<file path="src/design/rpbu_pkg.sv">
package rpbu_pkg;

   localparam int unsigned PixelWidth = 8;
   localparam int unsigned AmountWidth = 9;
   localparam int unsigned ModeWidth = 3;
   localparam int unsigned SelectWidth = 2;
   localparam int unsigned IndexWidth = 2;
   localparam int unsigned OpxWidth = 10;
   localparam int unsigned ProductWidth = OpxWidth + AmountWidth;
   localparam int unsigned DivWidth = 17;
   localparam int unsigned QuotWidth = 9;

   localparam logic [ModeWidth-1:0] MODE_MULTIPLY = 3'd0;
   localparam logic [ModeWidth-1:0] MODE_SCREEN = 3'd1;
   localparam logic [ModeWidth-1:0] MODE_SUBTRACT = 3'd2;
   localparam logic [ModeWidth-1:0] MODE_OVERLAY = 3'd3;
   localparam logic [ModeWidth-1:0] MODE_SCALE = 3'd4;
   localparam logic [ModeWidth-1:0] MODE_ADD = 3'd5;

   localparam logic [IndexWidth-1:0] REG_BLEND_MODE = 2'd0;
   localparam logic [IndexWidth-1:0] REG_CHANNEL_SELECT = 2'd1;
   localparam logic [IndexWidth-1:0] REG_CHANNEL_AMOUNT = 2'd2;

   localparam logic [SelectWidth-1:0] CHAN_BLUE = 2'd0;
   localparam logic [SelectWidth-1:0] CHAN_GREEN = 2'd1;
   localparam logic [SelectWidth-1:0] CHAN_RED = 2'd2;

   localparam logic [1:0] KIND_PASS = 2'd0;
   localparam logic [1:0] KIND_DIV = 2'd1;
   localparam logic [1:0] KIND_INV = 2'd2;
   localparam logic [1:0] KIND_CLAMP = 2'd3;

   typedef struct packed {
      logic [1:0] kind;
      logic [OpxWidth-1:0] opx;
      logic [AmountWidth-1:0] opy;
      logic [PixelWidth-1:0] value;
   } lane_op_type;

   typedef struct packed {
      logic s1;
      logic s2;
      logic s3;
      logic s4;
   } stage_en_type;

endpackage

</file>
<file path="src/design/rgb_pixel_blend_unit.sv">
// A word accepted into stage 1 moves on through stages 2 and 3 to stage 4, which drives rsp_valid.
// Throughput: one word per cycle while rsp_stall is low; each stage holds a word and moves it on
// as soon as the stage after it is free, so bubbles close up under a stall on rsp_stall.
// Reset clears all valid bits and sets blend_mode 0, channel_select 0 and
// channel_amount 1.
module rgb_pixel_blend_unit (
   input logic clock,
   input logic reset,
   input logic req_valid,
   output logic req_stall,
   input logic [7:0] req_top_blue,
   input logic [7:0] req_top_green,
   input logic [7:0] req_top_red,
   input logic [7:0] req_bottom_blue,
   input logic [7:0] req_bottom_green,
   input logic [7:0] req_bottom_red,
   output logic rsp_valid,
   input logic rsp_stall,
   output logic [7:0] rsp_out_blue,
   output logic [7:0] rsp_out_green,
   output logic [7:0] rsp_out_red,
   input logic csr_write_en,
   input logic [rpbu_pkg::IndexWidth-1:0] csr_index,
   input logic [rpbu_pkg::AmountWidth-1:0] csr_write_data
);

   logic [rpbu_pkg::ModeWidth-1:0] mode_ff;
   logic [rpbu_pkg::SelectWidth-1:0] select_ff;
   logic [rpbu_pkg::AmountWidth-1:0] amount_ff;

   logic [3:0] valid_ff;
   logic [3:0] valid_in;
   rpbu_pkg::stage_en_type en;

   rpbu_pkg::lane_op_type op_blue;
   rpbu_pkg::lane_op_type op_green;
   rpbu_pkg::lane_op_type op_red;

   always_ff @(posedge clock) begin
      if (reset) begin
         mode_ff <= rpbu_pkg::MODE_MULTIPLY;
         select_ff <= rpbu_pkg::CHAN_BLUE;
         amount_ff <= 9'd1;
      end else if (csr_write_en) begin
         case (csr_index)
            rpbu_pkg::REG_BLEND_MODE: mode_ff <= csr_write_data[rpbu_pkg::ModeWidth-1:0];
            rpbu_pkg::REG_CHANNEL_SELECT:
               select_ff <= csr_write_data[rpbu_pkg::SelectWidth-1:0];
            rpbu_pkg::REG_CHANNEL_AMOUNT: amount_ff <= csr_write_data;
            default: begin
            end
         endcase
      end
   end

   assign en.s4 = !valid_ff[3] || !rsp_stall;
   assign en.s3 = !valid_ff[2] || en.s4;
   assign en.s2 = !valid_ff[1] || en.s3;
   assign en.s1 = !valid_ff[0] || en.s2;

   assign valid_in[0] = en.s1 ? req_valid : valid_ff[0];
   assign valid_in[1] = en.s2 ? valid_ff[0] : valid_ff[1];
   assign valid_in[2] = en.s3 ? valid_ff[1] : valid_ff[2];
   assign valid_in[3] = en.s4 ? valid_ff[2] : valid_ff[3];

   always_ff @(posedge clock) begin
      if (reset) begin
         valid_ff <= '0;
      end else begin
         valid_ff <= valid_in;
      end
   end

   assign req_stall = !en.s1;
   assign rsp_valid = valid_ff[3];

   rpbu_prep u_prep_blue (
      .blend_mode(mode_ff),
      .channel_select(select_ff),
      .channel_amount(amount_ff),
      .channel_id(rpbu_pkg::CHAN_BLUE),
      .top(req_top_blue),
      .bottom(req_bottom_blue),
      .op(op_blue)
   );

   rpbu_prep u_prep_green (
      .blend_mode(mode_ff),
      .channel_select(select_ff),
      .channel_amount(amount_ff),
      .channel_id(rpbu_pkg::CHAN_GREEN),
      .top(req_top_green),
      .bottom(req_bottom_green),
      .op(op_green)
   );

   rpbu_prep u_prep_red (
      .blend_mode(mode_ff),
      .channel_select(select_ff),
      .channel_amount(amount_ff),
      .channel_id(rpbu_pkg::CHAN_RED),
      .top(req_top_red),
      .bottom(req_bottom_red),
      .op(op_red)
   );

   rpbu_lane u_lane_blue (
      .clock(clock),
      .en(en),
      .op(op_blue),
      .result(rsp_out_blue)
   );

   rpbu_lane u_lane_green (
      .clock(clock),
      .en(en),
      .op(op_green),
      .result(rsp_out_green)
   );

   rpbu_lane u_lane_red (
      .clock(clock),
      .en(en),
      .op(op_red),
      .result(rsp_out_red)
   );

endmodule

</file>
<file path="src/design/rpbu_prep.sv">
module rpbu_prep (
   input logic [rpbu_pkg::ModeWidth-1:0] blend_mode,
   input logic [rpbu_pkg::SelectWidth-1:0] channel_select,
   input logic [rpbu_pkg::AmountWidth-1:0] channel_amount,
   input logic [rpbu_pkg::SelectWidth-1:0] channel_id,
   input logic [rpbu_pkg::PixelWidth-1:0] top,
   input logic [rpbu_pkg::PixelWidth-1:0] bottom,
   output rpbu_pkg::lane_op_type op
);

   logic hit;
   logic signed [10:0] sum;
   logic [7:0] add_value;
   logic [7:0] sub_value;

   assign hit = (channel_select == channel_id);
   assign sum = $signed({3'b000, top}) +
                $signed({{2{channel_amount[8]}}, channel_amount});
   assign sub_value = (top > bottom) ? (top - bottom) : 8'd0;

   always_comb begin
      if (sum[10]) begin
         add_value = 8'd0;
      end else if (sum[9:8] != 2'b00) begin
         add_value = 8'hFF;
      end else begin
         add_value = sum[7:0];
      end
   end

   always_comb begin
      op.kind = rpbu_pkg::KIND_PASS;
      op.opx = '0;
      op.opy = '0;
      op.value = top;
      case (blend_mode)
         rpbu_pkg::MODE_MULTIPLY: begin
            op.kind = rpbu_pkg::KIND_DIV;
            op.opx = {2'b00, top};
            op.opy = {1'b0, bottom};
         end
         rpbu_pkg::MODE_SCREEN: begin
            op.kind = rpbu_pkg::KIND_INV;
            op.opx = {2'b00, ~top};
            op.opy = {1'b0, ~bottom};
         end
         rpbu_pkg::MODE_SUBTRACT: begin
            op.value = sub_value;
         end
         rpbu_pkg::MODE_OVERLAY: begin
            if (bottom[7]) begin
               op.kind = rpbu_pkg::KIND_INV;
               op.opx = {1'b0, ~top, 1'b0};
               op.opy = {1'b0, ~bottom};
            end else begin
               op.kind = rpbu_pkg::KIND_DIV;
               op.opx = {1'b0, top, 1'b0};
               op.opy = {1'b0, bottom};
            end
         end
         rpbu_pkg::MODE_SCALE: begin
            if (hit) begin
               op.kind = rpbu_pkg::KIND_CLAMP;
               op.opx = {2'b00, top};
               op.opy = channel_amount;
            end
         end
         rpbu_pkg::MODE_ADD: begin
            if (hit) begin
               op.value = add_value;
            end
         end
         default: begin
            op.value = top;
         end
      endcase
   end

endmodule

</file>
<file path="src/design/rpbu_lane.sv">
module rpbu_lane (
   input logic clock,
   input rpbu_pkg::stage_en_type en,
   input rpbu_pkg::lane_op_type op,
   output logic [rpbu_pkg::PixelWidth-1:0] result
);

   // Stage 1 holds operands, stage 2 the product, stage 3 the quotient
   // estimate, stage 4 the corrected result.
   rpbu_pkg::lane_op_type op_ff;

   logic [1:0] kind2_ff;
   logic [7:0] value2_ff;
   logic signed [rpbu_pkg::ProductWidth-1:0] prod_in;
   logic signed [rpbu_pkg::ProductWidth-1:0] prod_ff;

   logic [1:0] kind3_ff;
   logic [7:0] value3_ff;
   logic [7:0] value3_in;
   logic [rpbu_pkg::DivWidth-1:0] num_in;
   logic [rpbu_pkg::DivWidth-1:0] num_ff;
   logic [rpbu_pkg::DivWidth:0] est_sum;
   logic [rpbu_pkg::QuotWidth-1:0] quot_in;
   logic [rpbu_pkg::QuotWidth-1:0] quot_ff;

   logic [rpbu_pkg::DivWidth:0] rem;
   logic [rpbu_pkg::QuotWidth-1:0] quot_fix;
   logic [7:0] result_in;
   logic [7:0] result_ff;

   assign prod_in = $signed(op_ff.opx) * $signed(op_ff.opy);

   assign num_in = prod_ff[rpbu_pkg::DivWidth-1:0] + 17'd127;
   assign est_sum = {1'b0, num_in} + {9'd0, num_in[rpbu_pkg::DivWidth-1:8]};
   assign quot_in = est_sum[rpbu_pkg::QuotWidth+7:8];

   always_comb begin
      if (kind2_ff == rpbu_pkg::KIND_CLAMP) begin
         if (prod_ff[rpbu_pkg::ProductWidth-1]) begin
            value3_in = 8'd0;
         end else if (prod_ff[rpbu_pkg::ProductWidth-2:8] != '0) begin
            value3_in = 8'hFF;
         end else begin
            value3_in = prod_ff[7:0];
         end
      end else begin
         value3_in = value2_ff;
      end
   end

   assign rem = {1'b0, num_ff} - {1'b0, quot_ff, 8'd0} + {9'd0, quot_ff};
   assign quot_fix = (rem >= 18'd255) ? (quot_ff + 9'd1) : quot_ff;

   always_comb begin
      case (kind3_ff)
         rpbu_pkg::KIND_DIV: result_in = quot_fix[7:0];
         rpbu_pkg::KIND_INV: result_in = 8'hFF - quot_fix[7:0];
         default: result_in = value3_ff;
      endcase
   end

   always_ff @(posedge clock) begin
      if (en.s1) begin
         op_ff <= op;
      end
      if (en.s2) begin
         kind2_ff <= op_ff.kind;
         value2_ff <= op_ff.value;
         prod_ff <= prod_in;
      end
      if (en.s3) begin
         kind3_ff <= kind2_ff;
         value3_ff <= value3_in;
         num_ff <= num_in;
         quot_ff <= quot_in;
      end
      if (en.s4) begin
         result_ff <= result_in;
      end
   end

   assign result = result_ff;

endmodule
</file>
<file path="config.mk">
export PLATFORM = sky130hd
export DESIGN_NAME = rgb_pixel_blend_unit
export DESIGN_NICKNAME = d
export VERILOG_FILES = /design/src/design/rpbu_pkg.sv /design/src/design/rgb_pixel_blend_unit.sv /design/src/design/rpbu_prep.sv /design/src/design/rpbu_lane.sv
export SDC_FILE = /design/constraint.sdc
export NUM_CORES = 1
export LEC_CHECK = 0
export BUFFER_PORTS_ARGS = -buffer_cell sky130_fd_sc_hd__clkbuf_2
export CAP_MARGIN = 20
export CORE_MARGIN = 2
export CORE_UTILIZATION = 30
export DETAILED_ROUTE_END_ITERATION = 12
export GPL_ROUTABILITY_DRIVEN = 0
export PLACE_DENSITY = 0.49
export SYNTH_ARGS = -nofsm -noshare
export SYNTH_HDL_FRONTEND = slang
export SYNTH_SLANG_ARGS = --single-unit
export TNS_END_PERCENT = 20
</file>
<file path="constraint.sdc">
create_clock -name clock -period 6.4 [get_ports clock]
set_input_delay 1.28 -clock clock [delete_from_list [all_inputs] [get_ports clock]]
set_output_delay 1.28 -clock clock [all_outputs]
set_load 0.05 [all_outputs]
</file>
==> results.yml, run 1 <==
grt:
  grt_pass1_vias: 20100
  grt_pass1_wl_um: 112000
  antenna_found_initial: 4
  grt_max_degree: 88
  track_usage_pct: 14.2
  gr-total-overflow: 0
floorplanning:
  die_width_um: 312
  rows: 112
  initial_core_util_pct: 30.4
  die_area_mm2: 0.0973
  core_mm2: 0.0936
  die_height_um: 312
  ios: 90
placed_design:
  place_inst: 4184
  place_ws_ps: 766
  dp_hpwl_um: 55700
  numPortBuffers: 89
synthesis:
  yosys.area.top_type: "edfxtp_1"
  ys_ff_latch: 321
  syn_avg_cell_area_um2: 9.83
  synth_top_area_share_pct: 32.0
  synth-edff-count: 303
  synth_cells: 2893
  synth_area_leaders: "edfxtp_1 (32%), ha_1 (15%), fa_1 (11%)"
  netlist_top_cells_count: "inv_1 (415), ha_1 (345), edfxtp_1 (303)"
  synth_area_mm2: 0.0284
  yosysMostFrequentCell: "inv_1"
  yosys_warnings: 0
  ys.flop_type: "edfxtp_1"
  ys_async_sr_fraction_pct: 0
  yosysUniqueCellTypes: 76
  synth_seq_area_share_pct: 33.3
  syn-num-nets: 3461
clock_tree:
  cts_max_level: 2
  clk_transition_reported_paths_ps: 60
  cts_tree: "built"
  cts_setup_buffers: 0
  max-clock-path-buffers: 3
  clk_latency_ps: 560
  holdBufCountCts: 0
  cts.sinks: 321
  numCtsBuffers: 39
  root_buffer: "clkbuf_16"
  cts_resized: 0
hold_path:
  hold_start: "u_lane_green.op_ff[27]"
  min_path_cells: 0
  hold_path_end: "u_lane_green.kind2_ff[0]"
  hp-class: "reg2reg"
drt:
  drtIter0Drc: 1223
  drt_pass1_iterations: 5
  routed_wl_um: 69000
  vias: 20000
  vias_per_cell: 4.71
  drc: 0
  wire_per_inst_um: 16.2
  detail-route-antenna-nets: 0
critical_path:
  worstReg2RegEnd: "u_lane_green.prod_ff[18]"
  required_ps: 6710
  r2r_start: "u_lane_green.op_ff[22]"
  rr_worst_depth: 18
  endpoint_kind: "flop"
  start_kind: "flop"
  path_class: "reg2reg"
  r2r_slack_ps: 800
  critPathMaxFanout: 9
  critPathArrivalTime_ps: 5910
status:
  status: "completed"
power_and_ir_drop:
  power_density_mw_per_mm2: 432
  p_leak_nw: 14.6
  p_int_mw: 7.70
  p_sw_share_pct: 43.8
  p_switching_mw: 5.99
  clkPwrFrac_pct: 16.3
  pwr-share-comb_pct: 58.1
  ir_worst_vdd_v: 0.000189
  power_frac_seq_pct: 25.5
sta:
  timing.final.max_slew_violations: 0
  rsz0062_at_grt: "false"
  timing.final.crit_share_pct: 87.5
  max_slew_margin_pct: 34.4
  finClkSkew_ps: 17.5
  post-route-min-period_ps: 5600
  finalSetupTns_ps: 0
  fmax_mhz: 179
  layout_setup_ws_ps: 799
  finalHoldViolCount: 0
  setup_violations: 0
  worst_slew_pin_slew_ps: 977
cells_and_area:
  final.fill_count: 9632
  drive_above_1_share_pct: 6.36
  instances_no_fill: 4257
  seq_area_mm2: 0.00946
  multi_input_comb_area_mm2: 0.0172
  syn_to_final_growth_pct: 11.3
  finalNetCount: 3541
  antenna_cells: 0
run:
  cap_violations: 0
-- cell families (layout without fill, tap and decap cells) --
group	Yosys count	count (layout)	share of synthesized area (%)
buffers and inverters	473	583	6.25
AOI/OAI and AO/OA	520	520	12.5
xor gates and xnor gates	177	177	5.45
DFF	321	321	33.3
adders and majority gates	504	504	26.4
and+or+nand+nor	869	869	15.1
muxes	29	29	1.03
-- how the worst max path moves through the flow --
stage                                           to  cells past startpoint                   start
after global placement    u_lane_green.prod_ff[18]                     18  u_lane_green.op_ff[22]
after floorplan                          req_stall                      3               rsp_stall
after detailed placement  u_lane_green.prod_ff[18]                     18  u_lane_green.op_ff[22]
after CTS                 u_lane_green.prod_ff[18]                     18  u_lane_green.op_ff[22]
after global routing      u_lane_green.prod_ff[17]                     22   u_lane_green.op_ff[8]
final                     u_lane_green.prod_ff[18]                     18  u_lane_green.op_ff[22]
-- per-stage QoR --
step	utilization, %	hold slack, ps	instance area (um^2)	power (mW)
final	33.8	414	31700	13.7
after global routing	33.8	424	31700	15.1
after CTS	33.8	410	31600	13.8
after detailed placement	32.4	405	30300	11.5
after global placement	32.4	405	30300	11.5
after floorplan	-	400	28400	9.63
-- sequential cells by signal, indices dropped and copies added, names as in the netlist, 19 cells and up --
signal                flops
u_lane_blue.op_ff        28
u_lane_blue.prod_ff      19
u_lane_green.op_ff       28
u_lane_green.prod_ff     19
u_lane_red.op_ff         28
u_lane_red.prod_ff       19
-- critical path, stage by stage (launching register included) --
cell	delay, ps
edfxtp_1	510
and2_1	230
fa_1	530
inv_1	50
fa_1	520
inv_1	50
fa_1	440
fa_1	510
fa_1	410
ha_1	320
inv_1	60
o21ai_0	70
a21oi_1	220
o21ai_0	140
a211o_1	320
a2111oi_0	530
o31ai_1	150
a21oi_1	190
xnor2_1	80
-- cells in the final DEF, fill, tap and decap left out, types with 29 or more instances in the layout --
master / netlist / routed
inv_1: 415 / 414
ha_1: 345 / 345
edfxtp_1: 303 / 303
nand2_1: 277 / 276
nor2_1: 183 / 183
fa_1: 159 / 159
and2_1: 123 / 123
xnor2_1: 117 / 117
o21ai_0: 111 / 111
a21oi_1: 107 / 107
clkbuf_2: 0 / 89
xor2_1: 60 / 60
nor2b_1: 48 / 48
nand3_1: 47 / 46
a21o_1: 45 / 45
clkbuf_16: 0 / 40
nand2b_1: 33 / 33
o31ai_1: 31 / 31
a221o_1: 31 / 31
nor3_1: 29 / 29
-- final cells by class --
| cell class | instances | area share (%) |
|---|---|---|
| flip-flops and latches | 321 | 29.9 |
| repair buffers | 97 | 1.68 |
| well taps | 1254 | 4.95 |
| clock inverters | 24 | 0.810 |
| clock buffers | 47 | 3.34 |
| multi-input cells | 2099 | 54.4 |
| inverters | 415 | 4.93 |
-- power by group through the flow --
stage          clock, mW  sequential [mW]  combinational [mW]
2_1_floorplan          0             3.59                6.03
3_3_place_gp           0             3.54                7.96
3_5_place_dp           0             3.54                7.94
4_1_cts             2.31             3.50                8.02
5_1_grt             2.39             3.57                9.14
6_report            2.24             3.49                7.95
-- routing by layer --
layer	GRT usage, %	wire length, um
met1	20.3	34600
met2	22.8	30700
met3	2.21	2580
met4	2.81	1090
met5	0	55
Note: power is estimated with default switching activity, not from simulation.
==> run 2, diff against run 1 <==
--- a/config.mk
+++ b/config.mk
@@ -5,11 +5,11 @@
 export SDC_FILE = /design/constraint.sdc
 export NUM_CORES = 1
 export LEC_CHECK = 0
-export BUFFER_PORTS_ARGS = -buffer_cell sky130_fd_sc_hd__clkbuf_2
 export CAP_MARGIN = 20
 export CORE_MARGIN = 2
 export CORE_UTILIZATION = 30
 export DETAILED_ROUTE_END_ITERATION = 12
+export DONT_BUFFER_PORTS = 1
 export GPL_ROUTABILITY_DRIVEN = 0
 export PLACE_DENSITY = 0.49
 export SYNTH_ARGS = -nofsm -noshare
==> run 2 against run 1 <==
Against the previous run:
- cell count down 2.0%
- power is 1.2% lower
- utilization decreased by 0.53 points
- critical path depth unchanged
- global-route usage fell by 0.18 points
- clock power decreased by 2%
- via count fell by 1.2%
- flip-flop and latch count did not move
- largest power group unchanged
==> results.yml, run 2 (synthesized netlist as in run 1, its figures left out) <==
status:
  status: "completed"
clock_tree:
  clk_latency_ps: 570
  cts.sinks: 321
  max-clock-path-buffers: 3
  root_buffer: "clkbuf_16"
  holdBufCountCts: 0
  numCtsBuffers: 40
  cts_resized: 0
  clk_transition_reported_paths_ps: 60
  cts_setup_buffers: 0
  cts_tree: "built"
  cts_max_level: 2
placed_design:
  dp_hpwl_um: 54900
  numPortBuffers: 0
  postPlaceCellArea_mm2: 0.0299
power_and_ir_drop:
  ir_worst_vdd_v: 0.000203
  power_density_mw_per_mm2: 434
  p_leak_nw: 14.2
critical_path:
  r2r_slack_ps: 720
  critPathArrivalTime_ps: 5980
  cp_common_cell: "fa_1"
  path_class: "reg2reg"
  crit_path_start: "u_lane_green.op_ff[22]"
  critPathMaxFanout: 9
  r2r_start: "u_lane_green.op_ff[22]"
  crit_chain: "and2_1 > fa_1 > inv_1 > fa_1 > inv_1 > fa_1 > fa_1 > fa_1 > ha_1 > inv_1 > o21ai_0 > a21oi_1 > o21ai_0 > a211o_1 > a2111oi_0 > o31ai_1 > a21oi_1 > xnor2_1"
  worstReg2RegEnd: "u_lane_green.prod_ff[18]"
  required_ps: 6700
  crit_path_top_delay_cell: "fa_1"
  crit_family: "adder cells"
  start_kind: "flop"
  cp.buffers_inverters: 3
  endpoint_kind: "flop"
  critPathMaxStageDelay_ps: 540
  rr_worst_depth: 18
drt:
  wire_per_inst_um: 16.3
  drt_pass1_iterations: 5
  met1_length_um: 33700
  met3WireLength_um: 3390
  routed_wl_um: 68100
  vias: 19800
  detail-route-antenna-nets: 0
  met2_length_um: 29800
  top_layer: "met5"
  drc: 0
  drtIter0Drc: 1048
  vias_per_cell: 4.75
cells_and_area:
  mostFrequentLayoutCells: "inv_1 (414), ha_1 (345), edfxtp_1 (303)"
  syn_to_final_growth_pct: 9.57
  finalNetCount: 3455
  final_area_mm2: 0.0312
  antenna_cells: 0
  final_common_cell: "inv_1"
  drive_above_1_share_pct: 3.43
  reg_top3: "u_lane_blue.op_ff (28), u_lane_green.op_ff (28), u_lane_red.op_ff (28)"
  final.fill_count: 9704
grt:
  grt_pass1_wl_um: 110000
  grt_pass1_vias: 19800
  grt_max_degree: 80
  track_usage_pct: 14.0
  antenna_found_initial: 3
  gr-total-overflow: 0
hold_path:
  hold_path_end: "u_lane_red.value2_ff[1]"
  hp-class: "reg2reg"
  min_path_cells: 0
  hold_start: "u_lane_red.op_ff[1]"
sta:
  max_slew_margin_pct: 33.9
  rsz0062_at_grt: "false"
  finClkSkew_ps: 22.1
  post-route-min-period_ps: 5680
  whs_ps: 416
  finalSetupTns_ps: 0
  worst_slew_pin_slew_ps: 991
  setup_violations: 0
  finalHoldViolCount: 0
  timing.final.max_slew_violations: 0
  fmax_mhz: 176
  timing.final.crit_share_pct: 88.7
floorplanning:
  initial_core_util_pct: 30.4
  die_width_um: 312
  die_height_um: 312
  core_mm2: 0.0936
  ios: 90
  die_area_mm2: 0.0973
  rows: 112
run:
  cap_violations: 0
[run 2: changes by cell type in the layout (fill, tap and decap cells not counted), sizes merged]
| cell | delta |
|---|---|
| clkbuf | -87 |
| clkinv | +1 |
| buf | +1 |
| clkinvlp | -1 |
[run 2: how the worst max path moves through the flow]
stage / to / slack, ps / cells past startpoint
finish: u_lane_green.prod_ff[18] / 720 / 18
detailed placement: u_lane_green.prod_ff[18] / 730 / 18
global route: u_lane_green.prod_ff[17] / 260 / 22
global placement: u_lane_green.prod_ff[18] / 760 / 18
floorplan: req_stall / 440 / 3
CTS: u_lane_green.prod_ff[18] / 710 / 18
[run 2: cell type report]
class / instances / area [um^2] / share of cell area (%)
well taps: 1254 / 1570 / 5.03
flip-flops and latches: 321 / 9460 / 30.3
multi-input cells: 2099 / 17200 / 55.3
inverters: 415 / 1560 / 5.01
repair buffers: 10 / 78.8 / 0.253
clock buffers: 48 / 1050 / 3.38
clock inverters: 24 / 218 / 0.699
[run 2: through the flow]
stage               total power [mW]  setup slack [ps]  cells  util [%]
floorplan                       9.63               440   2893         -
global placement                11.4               761   4097      31.9
detailed placement              11.4               730   4097      31.9
CTS                             13.7               708   4169      33.3
global route                    14.9               255   4171      33.3
finish                          13.5               724   4171      33.3
[run 2: power by group]
group,internal (mW),leakage [nW],switching (mW),total (mW)
clock,1.30,0.621,0.891,2.19
sequential,3.06,3.46,0.705,3.77
combinational,3.26,10.2,4.30,7.57
total,7.62,14.2,5.90,13.5
[run 2: routing by layer]
metal	up-vias	global-route usage [%]
met1	9369	19.7
met2	290	22.1
met3	69	2.99
met4	6	3.15
met5	-	0
li1	10100	-
